`src/hdl/fpp_pkg.sv`:
```
`timescale 1ns / 1ps
// ----------------------------------------------------------------------------
// fpp_pkg
// Shared widths, codes, defaults and controller/datapath interface types.
// ----------------------------------------------------------------------------
package fpp_pkg;

    localparam int TIME_W = 63;
    localparam int FID_W  = 32;
    localparam int CFG_W  = 30;
    localparam int SLOP_W = 19;
    localparam int ACT_W  = 3;
    localparam int IDX_W  = 3;
    localparam int PH_W   = 3;
    localparam int CNT_W  = 5;

    localparam int IN_W   = 288;
    localparam int OUT_W  = 272;

    localparam int DEF_RING_DEPTH = 16;
    localparam int DEF_IDENT_BITS = 32;

    localparam logic [SLOP_W-1:0] HALF_MS_NS = SLOP_W'(500000);
    localparam int CLEAN_PERIODS = 10;

    localparam logic [CNT_W-1:0] LAST_STEP = '1;
    localparam logic [CNT_W-1:0] MOD_LAST  = CNT_W'(1);

    localparam logic [ACT_W-1:0] ACT_PREDICT = 3'd0;
    localparam logic [ACT_W-1:0] ACT_WAKE    = 3'd1;
    localparam logic [ACT_W-1:0] ACT_BEGIN   = 3'd2;
    localparam logic [ACT_W-1:0] ACT_SUBMIT  = 3'd3;
    localparam logic [ACT_W-1:0] ACT_INFO    = 3'd4;

    localparam logic [PH_W-1:0] PH_CLEARED   = 3'd0;
    localparam logic [PH_W-1:0] PH_PREDICTED = 3'd1;
    localparam logic [PH_W-1:0] PH_SUBMITTED = 3'd4;
    localparam logic [PH_W-1:0] PH_DONE      = 3'd5;

    localparam logic [IDX_W-1:0] REG_FRAME_PERIOD   = 3'd0;
    localparam logic [IDX_W-1:0] REG_PRESENT_OFFSET = 3'd1;
    localparam logic [IDX_W-1:0] REG_BUDGET_START   = 3'd2;
    localparam logic [IDX_W-1:0] REG_BUDGET_MAX     = 3'd3;
    localparam logic [IDX_W-1:0] REG_MISS_STEP      = 3'd4;
    localparam logic [IDX_W-1:0] REG_TUNE_STEP      = 3'd5;
    localparam logic [IDX_W-1:0] REG_TARGET_MARGIN  = 3'd6;

    localparam logic [CFG_W-1:0] RST_FRAME_PERIOD   = CFG_W'(16666666);
    localparam logic [CFG_W-1:0] RST_PRESENT_OFFSET = CFG_W'(4000000);
    localparam logic [CFG_W-1:0] RST_BUDGET_START   = CFG_W'(6666666);
    localparam logic [CFG_W-1:0] RST_BUDGET_MAX     = CFG_W'(13333333);
    localparam logic [CFG_W-1:0] RST_MISS_STEP      = CFG_W'(1666666);
    localparam logic [CFG_W-1:0] RST_TUNE_STEP      = CFG_W'(333333);
    localparam logic [CFG_W-1:0] RST_TARGET_MARGIN  = CFG_W'(1333333);

    typedef struct packed {
        logic load;
        logic mod_step;
        logic scan_start;
        logic scan_step;
        logic rd_pred;
        logic calc_start;
        logic calc_tgt;
        logic div_step;
        logic div_fin;
        logic rd_info;
        logic info_exec;
        logic commit;
    } cmd_t;

    typedef struct packed {
        logic is_predict;
        logic is_item;
        logic scan_done;
        logic clean;
        logic need_div;
        logic out_free;
    } sts_t;

endpackage

```
`src/hdl/fpp_ctrl.sv`:
```
`timescale 1ns / 1ps
// ----------------------------------------------------------------------------
// fpp_ctrl
// Sequencer for predict, mark and info items.
// ----------------------------------------------------------------------------
module fpp_ctrl
    import fpp_pkg::*;
(
    input  logic aclk,
    input  logic aresetn,
    input  logic s_tvalid,
    output logic s_tready,
    input  sts_t sts,
    output cmd_t cmd
);

    localparam logic [3:0] ST_IDLE = 4'd0;
    localparam logic [3:0] ST_DEC  = 4'd1;
    localparam logic [3:0] ST_MOD  = 4'd2;
    localparam logic [3:0] ST_SCAN = 4'd3;
    localparam logic [3:0] ST_RDP  = 4'd4;
    localparam logic [3:0] ST_CST  = 4'd5;
    localparam logic [3:0] ST_CTG  = 4'd6;
    localparam logic [3:0] ST_DIV  = 4'd7;
    localparam logic [3:0] ST_DFN  = 4'd8;
    localparam logic [3:0] ST_RDI  = 4'd9;
    localparam logic [3:0] ST_IEX  = 4'd10;
    localparam logic [3:0] ST_CMT  = 4'd11;

    logic [3:0]       state_reg, state_next;
    logic [CNT_W-1:0] cnt_reg, cnt_next;

    always_ff @(posedge aclk) begin
        if (!aresetn) begin
            state_reg <= ST_IDLE;
            cnt_reg   <= '0;
        end else begin
            state_reg <= state_next;
            cnt_reg   <= cnt_next;
        end
    end

    assign s_tready = (state_reg == ST_IDLE);

    always_comb begin
        state_next = state_reg;
        cnt_next   = cnt_reg;
        cmd        = '0;
        unique case (state_reg)
            ST_IDLE: begin
                if (s_tvalid) begin
                    cmd.load   = 1'b1;
                    state_next = ST_DEC;
                end
            end
            ST_DEC: begin
                cnt_next = '0;
                if (sts.is_predict) begin
                    cmd.scan_start = 1'b1;
                    state_next     = ST_SCAN;
                end else if (sts.is_item) begin
                    state_next = ST_MOD;
                end else begin
                    state_next = ST_CMT;
                end
            end
            ST_MOD: begin
                cmd.mod_step = 1'b1;
                cnt_next     = cnt_reg + 1'b1;
                if (cnt_reg == MOD_LAST) state_next = ST_RDI;
            end
            ST_SCAN: begin
                if (sts.scan_done) state_next = ST_RDP;
                else cmd.scan_step = 1'b1;
            end
            ST_RDP: begin
                cmd.rd_pred = 1'b1;
                state_next  = ST_CST;
            end
            ST_CST: begin
                cmd.calc_start = 1'b1;
                state_next     = sts.clean ? ST_CMT : ST_CTG;
            end
            ST_CTG: begin
                cmd.calc_tgt = 1'b1;
                cnt_next     = '0;
                state_next   = sts.need_div ? ST_DIV : ST_CMT;
            end
            ST_DIV: begin
                cmd.div_step = 1'b1;
                cnt_next     = cnt_reg + 1'b1;
                if (cnt_reg == LAST_STEP) state_next = ST_DFN;
            end
            ST_DFN: begin
                cmd.div_fin = 1'b1;
                state_next  = ST_CMT;
            end
            ST_RDI: begin
                cmd.rd_info = 1'b1;
                state_next  = ST_IEX;
            end
            ST_IEX: begin
                cmd.info_exec = 1'b1;
                state_next    = ST_CMT;
            end
            ST_CMT: begin
                if (sts.out_free) begin
                    cmd.commit = 1'b1;
                    state_next = ST_IDLE;
                end
            end
            default: state_next = ST_IDLE;
        endcase
    end

endmodule

```
`config.mk`:
```
export PLATFORM = sky130hd
export DESIGN_NAME = fpp_ctrl
export DESIGN_NICKNAME = d
export VERILOG_FILES = /design/src/hdl/fpp_pkg.sv /design/src/hdl/fpp_ctrl.sv
export SDC_FILE = /design/constraint.sdc
export NUM_CORES = 1
export LEC_CHECK = 0
export CAP_MARGIN = 30
export CORE_MARGIN = 3
export CORE_UTILIZATION = 35
export DETAILED_ROUTE_END_ITERATION = 8
export DONT_BUFFER_PORTS = 1
export PLACE_DENSITY_LB_ADDON = 0.3
export SLEW_MARGIN = 15
export SYNTH_ARGS = -nofsm -noshare
export SYNTH_HDL_FRONTEND = slang
export SYNTH_SLANG_ARGS = --single-unit
```
`constraint.sdc`:
```
create_clock -name aclk -period 2.3 [get_ports aclk]
set_input_delay 0.46 -clock aclk [delete_from_list [all_inputs] [get_ports aclk]]
set_output_delay 0.46 -clock aclk [all_outputs]
set_load 0.01 [all_outputs]
```
==> results.rst, run 1 <==
.. list-table::
   :header-rows: 1

   * - Metric
     - Value
   * - Worst EP required
     - 1840 ps
   * - Unique masters post-synth
     - 37
   * - Final Hold Fails
     - 0
   * - # hold bufs at CTS
     - 0
   * - First-pass GRT wire length
     - 2.91 mm
   * - Post-synth top area share
     - 23.3%
   * - Core box area
     - 2020 sq um
   * - Number of flip-flops under the largest register name
     - 5
   * - I/O pin cnt
     - 22
   * - Final critical-path share of the clock period
     - 85.2%
   * - Endpoint arrival time on the critical path
     - 1500 ps
   * - Post-Synthesis Mean Instance Area
     - 7.38 sq um
   * - Aggregate routed wire length
     - 1.81 mm
   * - Count of yosys warnings during synthesis
     - 0
   * - GRT Resource Usage Total
     - 13.8%
   * - Post-synthesis cell area
     - 774 sq um
   * - DRC errors left
     - 0
   * - Final critical-path required period
     - 1960 ps
   * - Placement Setup Slack
     - 409 ps
   * - Maximum number of pins on one net before global-route repair
     - 20
   * - Most used DFF post-synth
     - sky130_fd_sc_hd__dfxtp_1
   * - Endpoints failing setup
     - 0
   * - TritonCTS clock tree
     - built
   * - Area contributors post-synth
     - sky130_fd_sc_hd__dfxtp_1 23%, sky130_fd_sc_hd__nor2_1 5.3%, sky130_fd_sc_hd__ha_1 4.8%
   * - Area growth, synth to finish
     - 3.39%
   * - Reg clk slew, reported paths
     - 60 ps
   * - Number of max-slew violations in the final report
     - 0
   * - Count of inserted antenna diode cells
     - 0
   * - Largest driver fanout on the critical path
     - 19
   * - Worst slew pin tran
     - 597 ps
   * - Standby leakage power
     - 0.299 nW
   * - Total negative slack for setup checks
     - 0 ps
   * - Max-capacitance violation count
     - 0
   * - Highest attainable clock frequency
     - 0.510 GHz
   * - Clk Latency, worst-skew pair
     - 260 ps
   * - Number of detailed-route iterations in the first pass
     - 4
   * - Post-synthesis net count
     - 117
   * - Cell type contributing the most total cell area after synthesis
     - sky130_fd_sc_hd__dfxtp_1
   * - Effective utilization at floorplan
     - 38.3%
   * - Total power divided by cell area
     - 1140 nW/um^2
   * - Resized cells post-CTS
     - 0
   * - Setup repair after global routing missed its margin
     - no
   * - Worst clock skew on the final layout
     - 2.94 ps
   * - Clock Sinks
     - 9
   * - Status
     - finished, final reports clean
   * - Share of post-route cells with drive strength above 1
     - 6.80%
   * - CP Launch Type
     - flip-flop
   * - H-tree depth
     - 1
   * - Number of global-route vias before repair
     - 636
   * - Placement row count
     - 16
   * - Share of synthesized area occupied by flip-flops and latches
     - 23.3%
   * - Sum of overflow across all layers after global routing
     - 0
   * - Async set-or-reset flop fraction in the synthesized netlist
     - 0%
   * - Number of register bits inferred by synthesis
     - 9
   * - Routed WL per cell
     - 13.9 microns
   * - Antenna violations before repair
     - 0
   * - Core utilization of the finished layout
     - 39.6%
   * - Remaining antenna violation count after routing
     - 0
   * - Area of the die
     - 2810 sq um
   * - Largest voltage drop on the vdd net
     - 0.000454 V
   * - Initial drt markers
     - 14
   * - Vias per std cell
     - 5.69
   * - Global placement routability congestion
     - 0.743
   * - Number of buffers added by the clock tree synthesis step
     - 3
   * - Die Height
     - 53.0 microns
   * - Final HPWL from detailed placement
     - 1.36 mm
   * - Crit Path Class
     - reg2out
   * - Post-Syn Instances
     - 105
   * - Worst hold-check path type
     - in2reg
   * - Post-layout net count
     - 116
   * - Total number of vias
     - 740
   * - Endpoint type of the worst setup path
     - output port
   * - Die W
     - 53.0 microns
   * - PnR worst setup slack
     - 340 ps
   * - Number of input and output port buffers inserted
     - 0
   * - Max clock buf depth
     - 2
   * - Root buf cell
     - sky130_fd_sc_hd__clkbuf_4
   * - Number of synthesized flops with an enable pin
     - 0
   * - Post-CTS Setup Inserts
     - 0
   * - Worst-case headroom to the max-slew limit
     - 60.2%
==> power breakdown <==
group,internal (mW),switching [mW]
clock network,0.0668,0.0545
registers,0.192,0.0716
logic,0.206,0.322
==> cell type report <==
type                            instances  area, sq um
Fill cell                             214         1220
Multi-Input combinational cell         83          527
Sequential cell                         9          180
Tap cell                               27         33.8
Clock buffer                            4         26.3
Inverter                                5         18.8
Timing Repair Buffer                    2         15.0
==> Yosys cell counts, types with 2 or more instances <==
library cell,count
sky130_fd_sc_hd__nor2_1,11
sky130_fd_sc_hd__dfxtp_1,9
sky130_fd_sc_hd__nor3_1,7
sky130_fd_sc_hd__o21ai_0,7
sky130_fd_sc_hd__a21oi_1,6
sky130_fd_sc_hd__nand2_1,6
sky130_fd_sc_hd__inv_1,5
sky130_fd_sc_hd__and3_1,4
sky130_fd_sc_hd__nand2b_1,4
sky130_fd_sc_hd__nor2b_1,4
sky130_fd_sc_hd__buf_2,3
sky130_fd_sc_hd__clkbuf_1,3
sky130_fd_sc_hd__ha_1,3
sky130_fd_sc_hd__nor3b_1,3
sky130_fd_sc_hd__a211oi_1,2
sky130_fd_sc_hd__a31oi_1,2
sky130_fd_sc_hd__buf_6,2
sky130_fd_sc_hd__nand3b_1,2
sky130_fd_sc_hd__nor4b_1,2
sky130_fd_sc_hd__o31ai_1,2
sky130_fd_sc_hd__or3_1,2
==> worst paths after layout <==
path	startpoint	end	slack, ps	depth (start not counted)
min	aresetn	state_reg[3]	330	2
max reg2reg	cnt_reg[0]	state_reg[0]	400	7
min reg2reg	cnt_reg[3]	cnt_reg[3]	490	1
max	state_reg[2]	s_tready	340	2
==> cell families (layout without fill, tap and decap cells) <==
family          count (synthesis)  in the layout  synth area share (%)
fa+ha+maj                       3              3                  4.85
simple gates                   49             49                  35.4
buf+inv                        13             11                  8.72
xor+xnor                        2              2                  2.26
flops                           9              9                  23.3
compound gates                 28             28                  24.1
mux                             1              1                  1.45
==> stage by stage <==
| step | cells | hold slack, ps | power, mW | instance area, sq um |
|---|---|---|---|---|
| after detailed placement | 126 | 473 | 0.794 | 774 |
| after global placement | 126 | 463 | 0.789 | 774 |
| after global routing | 130 | 324 | 1.01 | 801 |
| after floorplan | 105 | 437 | 0.711 | 774 |
| after CTS | 130 | 321 | 0.917 | 801 |
| final | 130 | 326 | 0.912 | 801 |
==> layout by cell type (no fill, tap or decap), types with 3 or more instances in the layout <==
master and instances:
sky130_fd_sc_hd__nor2_1 11, sky130_fd_sc_hd__dfxtp_1 9, sky130_fd_sc_hd__nor3_1 7, sky130_fd_sc_hd__o21ai_0 7, sky130_fd_sc_hd__nand2_1 6, sky130_fd_sc_hd__a21oi_1 6
sky130_fd_sc_hd__inv_1 5, sky130_fd_sc_hd__nand2b_1 4, sky130_fd_sc_hd__nor2b_1 4, sky130_fd_sc_hd__and3_1 4, sky130_fd_sc_hd__nor3b_1 3, sky130_fd_sc_hd__ha_1 3
sky130_fd_sc_hd__clkbuf_4 3
==> routing by layer <==
layer  up-vias  share of wire [%]  global-route usage, %
li1        380                  -                      -
met1       337                 49                   19.6
met2        21                 46                   20.9
met3         2                5.2                   2.82
met4         0               0.50                   3.83
met5         -                  0                      0
==> worst max-delay path, stage by stage, from the launching register on <==
cell	delay, ps
sky130_fd_sc_hd__dfxtp_1	500
sky130_fd_sc_hd__or2_1	390
sky130_fd_sc_hd__nor3_1	350
No activity file was read; power rests on OpenSTA's default activity.
==> inputs of run 2 (changes only) <==
--- a/config.mk
+++ b/config.mk
@@ -7,7 +7,8 @@
 export LEC_CHECK = 0
 export CAP_MARGIN = 30
 export CORE_MARGIN = 3
-export CORE_UTILIZATION = 35
+export CORE_UTILIZATION = 57
+export CTS_CLUSTER_SIZE = 10
 export DETAILED_ROUTE_END_ITERATION = 8
 export DONT_BUFFER_PORTS = 1
 export PLACE_DENSITY_LB_ADDON = 0.3
==> run 2 against run 1 <==
Via count increased by 7.8%. Register-to-register slack about the same. Critical path depth unchanged. Global-route usage increased by 8.6 points. Clock-buffer cell count unchanged. Final cell count decreased by 9.2%. Sequential share of layout area increased by 0.25 points. Hold slack got worse by 12 ps. Critical endpoint unchanged. Highest routed layer unchanged.
==> results.rst, run 2 (synthesis gave the netlist of run 1 again) <==
.. list-table::
   :header-rows: 1

   * - Metric
     - Value
   * - Sink of the worst hold path
     - state_reg[3]
   * - Worst hold-check path type
     - in2reg
   * - Highest attainable clock frequency
     - 0.518 GHz
   * - Clk Latency, worst-skew pair
     - 270 ps
   * - Maximum number of pins on one net before global-route repair
     - 20
   * - GRT Resource Usage Total
     - 22.5%
   * - Number of max-slew violations in the final report
     - 0
   * - Routing usage on met3
     - 9.32%
   * - TritonCTS clock tree
     - built
   * - Number of global-route vias before repair
     - 712
   * - Critical-path cell list
     - or2_1, nor3_1
   * - Design area
     - 792 sq um
   * - Endpoint type of the worst setup path
     - output port
   * - First-pass GRT wire length
     - 3.19 mm
   * - Setup repair after global routing missed its margin
     - no
   * - Total power divided by cell area
     - 1190 nW/um^2
   * - Grt peak-use layer
     - met2
   * - Endpoint arrival time on the critical path
     - 1470 ps
   * - Count of inserted antenna diode cells
     - 0
   * - Reg clk slew, reported paths
     - 60 ps
   * - DRC errors left
     - 0
   * - Fill count
     - 104
   * - Final Hold Fails
     - 0
   * - Final critical-path required period
     - 1930 ps
   * - Aggregate routed wire length
     - 1.88 mm
   * - Startpoint of the tightest hold check path
     - aresetn
   * - Routed WL per cell
     - 15.9 microns
   * - Met2 usage
     - 32.9%
   * - Initial drt markers
     - 31
   * - Core box area
     - 1190 sq um
   * - Endpoints failing setup
     - 0
   * - Standby leakage power
     - 0.304 nW
   * - Critical-path top delay cell
     - sky130_fd_sc_hd__dfxtp_1
   * - Area of the die
     - 1840 sq um
   * - Die W
     - 42.9 microns
   * - Largest driver fanout on the critical path
     - 19
   * - Sum of overflow across all layers after global routing
     - 0
   * - Clock Sinks
     - 9
   * - Setup slack of the most critical reg-to-reg path
     - 400 ps
   * - Area taken by multi-input logic gates
     - 527 sq um
   * - Largest voltage drop on the vdd net
     - 0.000654 V
   * - Placement row count
     - 12
   * - Number of flip-flops under the largest register name
     - 5
   * - Worst clock skew on the final layout
     - 5.99 ps
   * - Worst-case headroom to the max-slew limit
     - 61.7%
   * - Reg2reg end
     - state_reg[2]
   * - Post-CTS Setup Inserts
     - 0
   * - Crit Path Class
     - reg2out
   * - CP Launch Type
     - flip-flop
   * - Post-layout net count
     - 117
   * - Sequential cell area
     - 180 sq um
   * - Status
     - finished, final reports clean
   * - Kind of cell adding the most delay to the critical path
     - simple AND/OR/NAND/NOR gates
   * - Worst setup path start
     - state_reg[2]
   * - Leading cell types in the layout, fill and taps excluded
     - 11 x sky130_fd_sc_hd__nor2_1, 9 x sky130_fd_sc_hd__dfxtp_1, 7 x sky130_fd_sc_hd__nor3_1, 7 x sky130_fd_sc_hd__o21ai_0
   * - Standard cell area after detailed placement
     - 766 sq um
   * - Vias per std cell
     - 6.76
   * - Max-capacitance violation count
     - 0
   * - Leading cell type in the layout, fill and taps excluded
     - sky130_fd_sc_hd__nor2_1
   * - Max clock buf depth
     - 2
   * - Number of detailed-route iterations in the first pass
     - 4
   * - Reg-to-reg startpoint
     - cnt_reg[0]
   * - I/O pin cnt
     - 22
   * - Final critical-path share of the clock period
     - 83.9%
   * - Final cell count without fillers
     - 118
   * - Total negative slack for setup checks
     - 0 ps
   * - Die Height
     - 42.9 microns
   * - Highest cell delay on the worst timing path
     - 490 ps
   * - Number of buffers added by the clock tree synthesis step
     - 3
   * - Total placed cells including tap cells
     - 114
   * - Global placement routability congestion
     - 0.821
   * - Depth of the worst register-to-register path
     - 7
   * - Critical path buffers and inverters
     - 0
   * - Resized cells post-CTS
     - 0
   * - Worst Hold Depth
     - 2
   * - Effective utilization at floorplan
     - 65.3%
   * - Antenna violations before repair
     - 0
   * - Root buf cell
     - sky130_fd_sc_hd__clkbuf_4
   * - Final HPWL from detailed placement
     - 1.36 mm
   * - H-tree depth
     - 1
   * - Share of post-route cells with drive strength above 1
     - 7.69%
   * - Total number of vias
     - 798
   * - # hold bufs at CTS
     - 0
   * - Area growth, synth to finish
     - 2.26%
   * - Remaining antenna violation count after routing
     - 0
   * - Worst slew pin tran
     - 574 ps
   * - Number of input and output port buffers inserted
     - 0
   * - Fraction of met1 tracks used by global routing
     - 28.2%
   * - Worst EP required
     - 1840 ps
## run 2: per-layer routing
| layer | vias up | wire length (microns) |
|---|---|---|
| met1 | 371 | 824 |
| met2 | 40 | 852 |
| li1 | 381 | - |
| met5 | - | 0 |
| met4 | 0 | 26 |
| met3 | 6 | 174 |
## run 2: power breakdown
| group | switching [mW] | total (mW) | internal [mW] |
|---|---|---|---|
| clock network | 0.0605 | 0.128 | 0.0671 |
| registers | 0.0524 | 0.244 | 0.192 |
| logic | 0.355 | 0.571 | 0.216 |
## run 2: worst max-delay path by stage
stage / endpoint / cells after the start
CTS: s_tready / 2
global placement: state_reg[2] / 7
finish: s_tready / 2
global route: s_tready / 2
floorplan: state_reg[2] / 7
detailed placement: state_reg[2] / 7
## run 2: per-stage QoR
step	hold WS, ps	setup WS, ps	total power [mW]	utilization [%]
6_report	314	370	0.943	66.8
4_1_cts	308	378	0.934	66.8
2_1_floorplan	437	504	0.711	-
3_5_place_dp	465	407	0.803	64.6
5_1_grt	323	286	1.02	66.8
3_3_place_gp	460	461	0.792	64.6
## run 2: area by class of cell
type / count / area share (%)
Sequential cell: 9 / 22.7
Multi-Input combinational cell: 83 / 66.5
Inverter: 5 / 2.37
Tap cell: 14 / 2.21
Timing Repair Buffer: 3 / 2.84
Clock buffer: 4 / 3.32
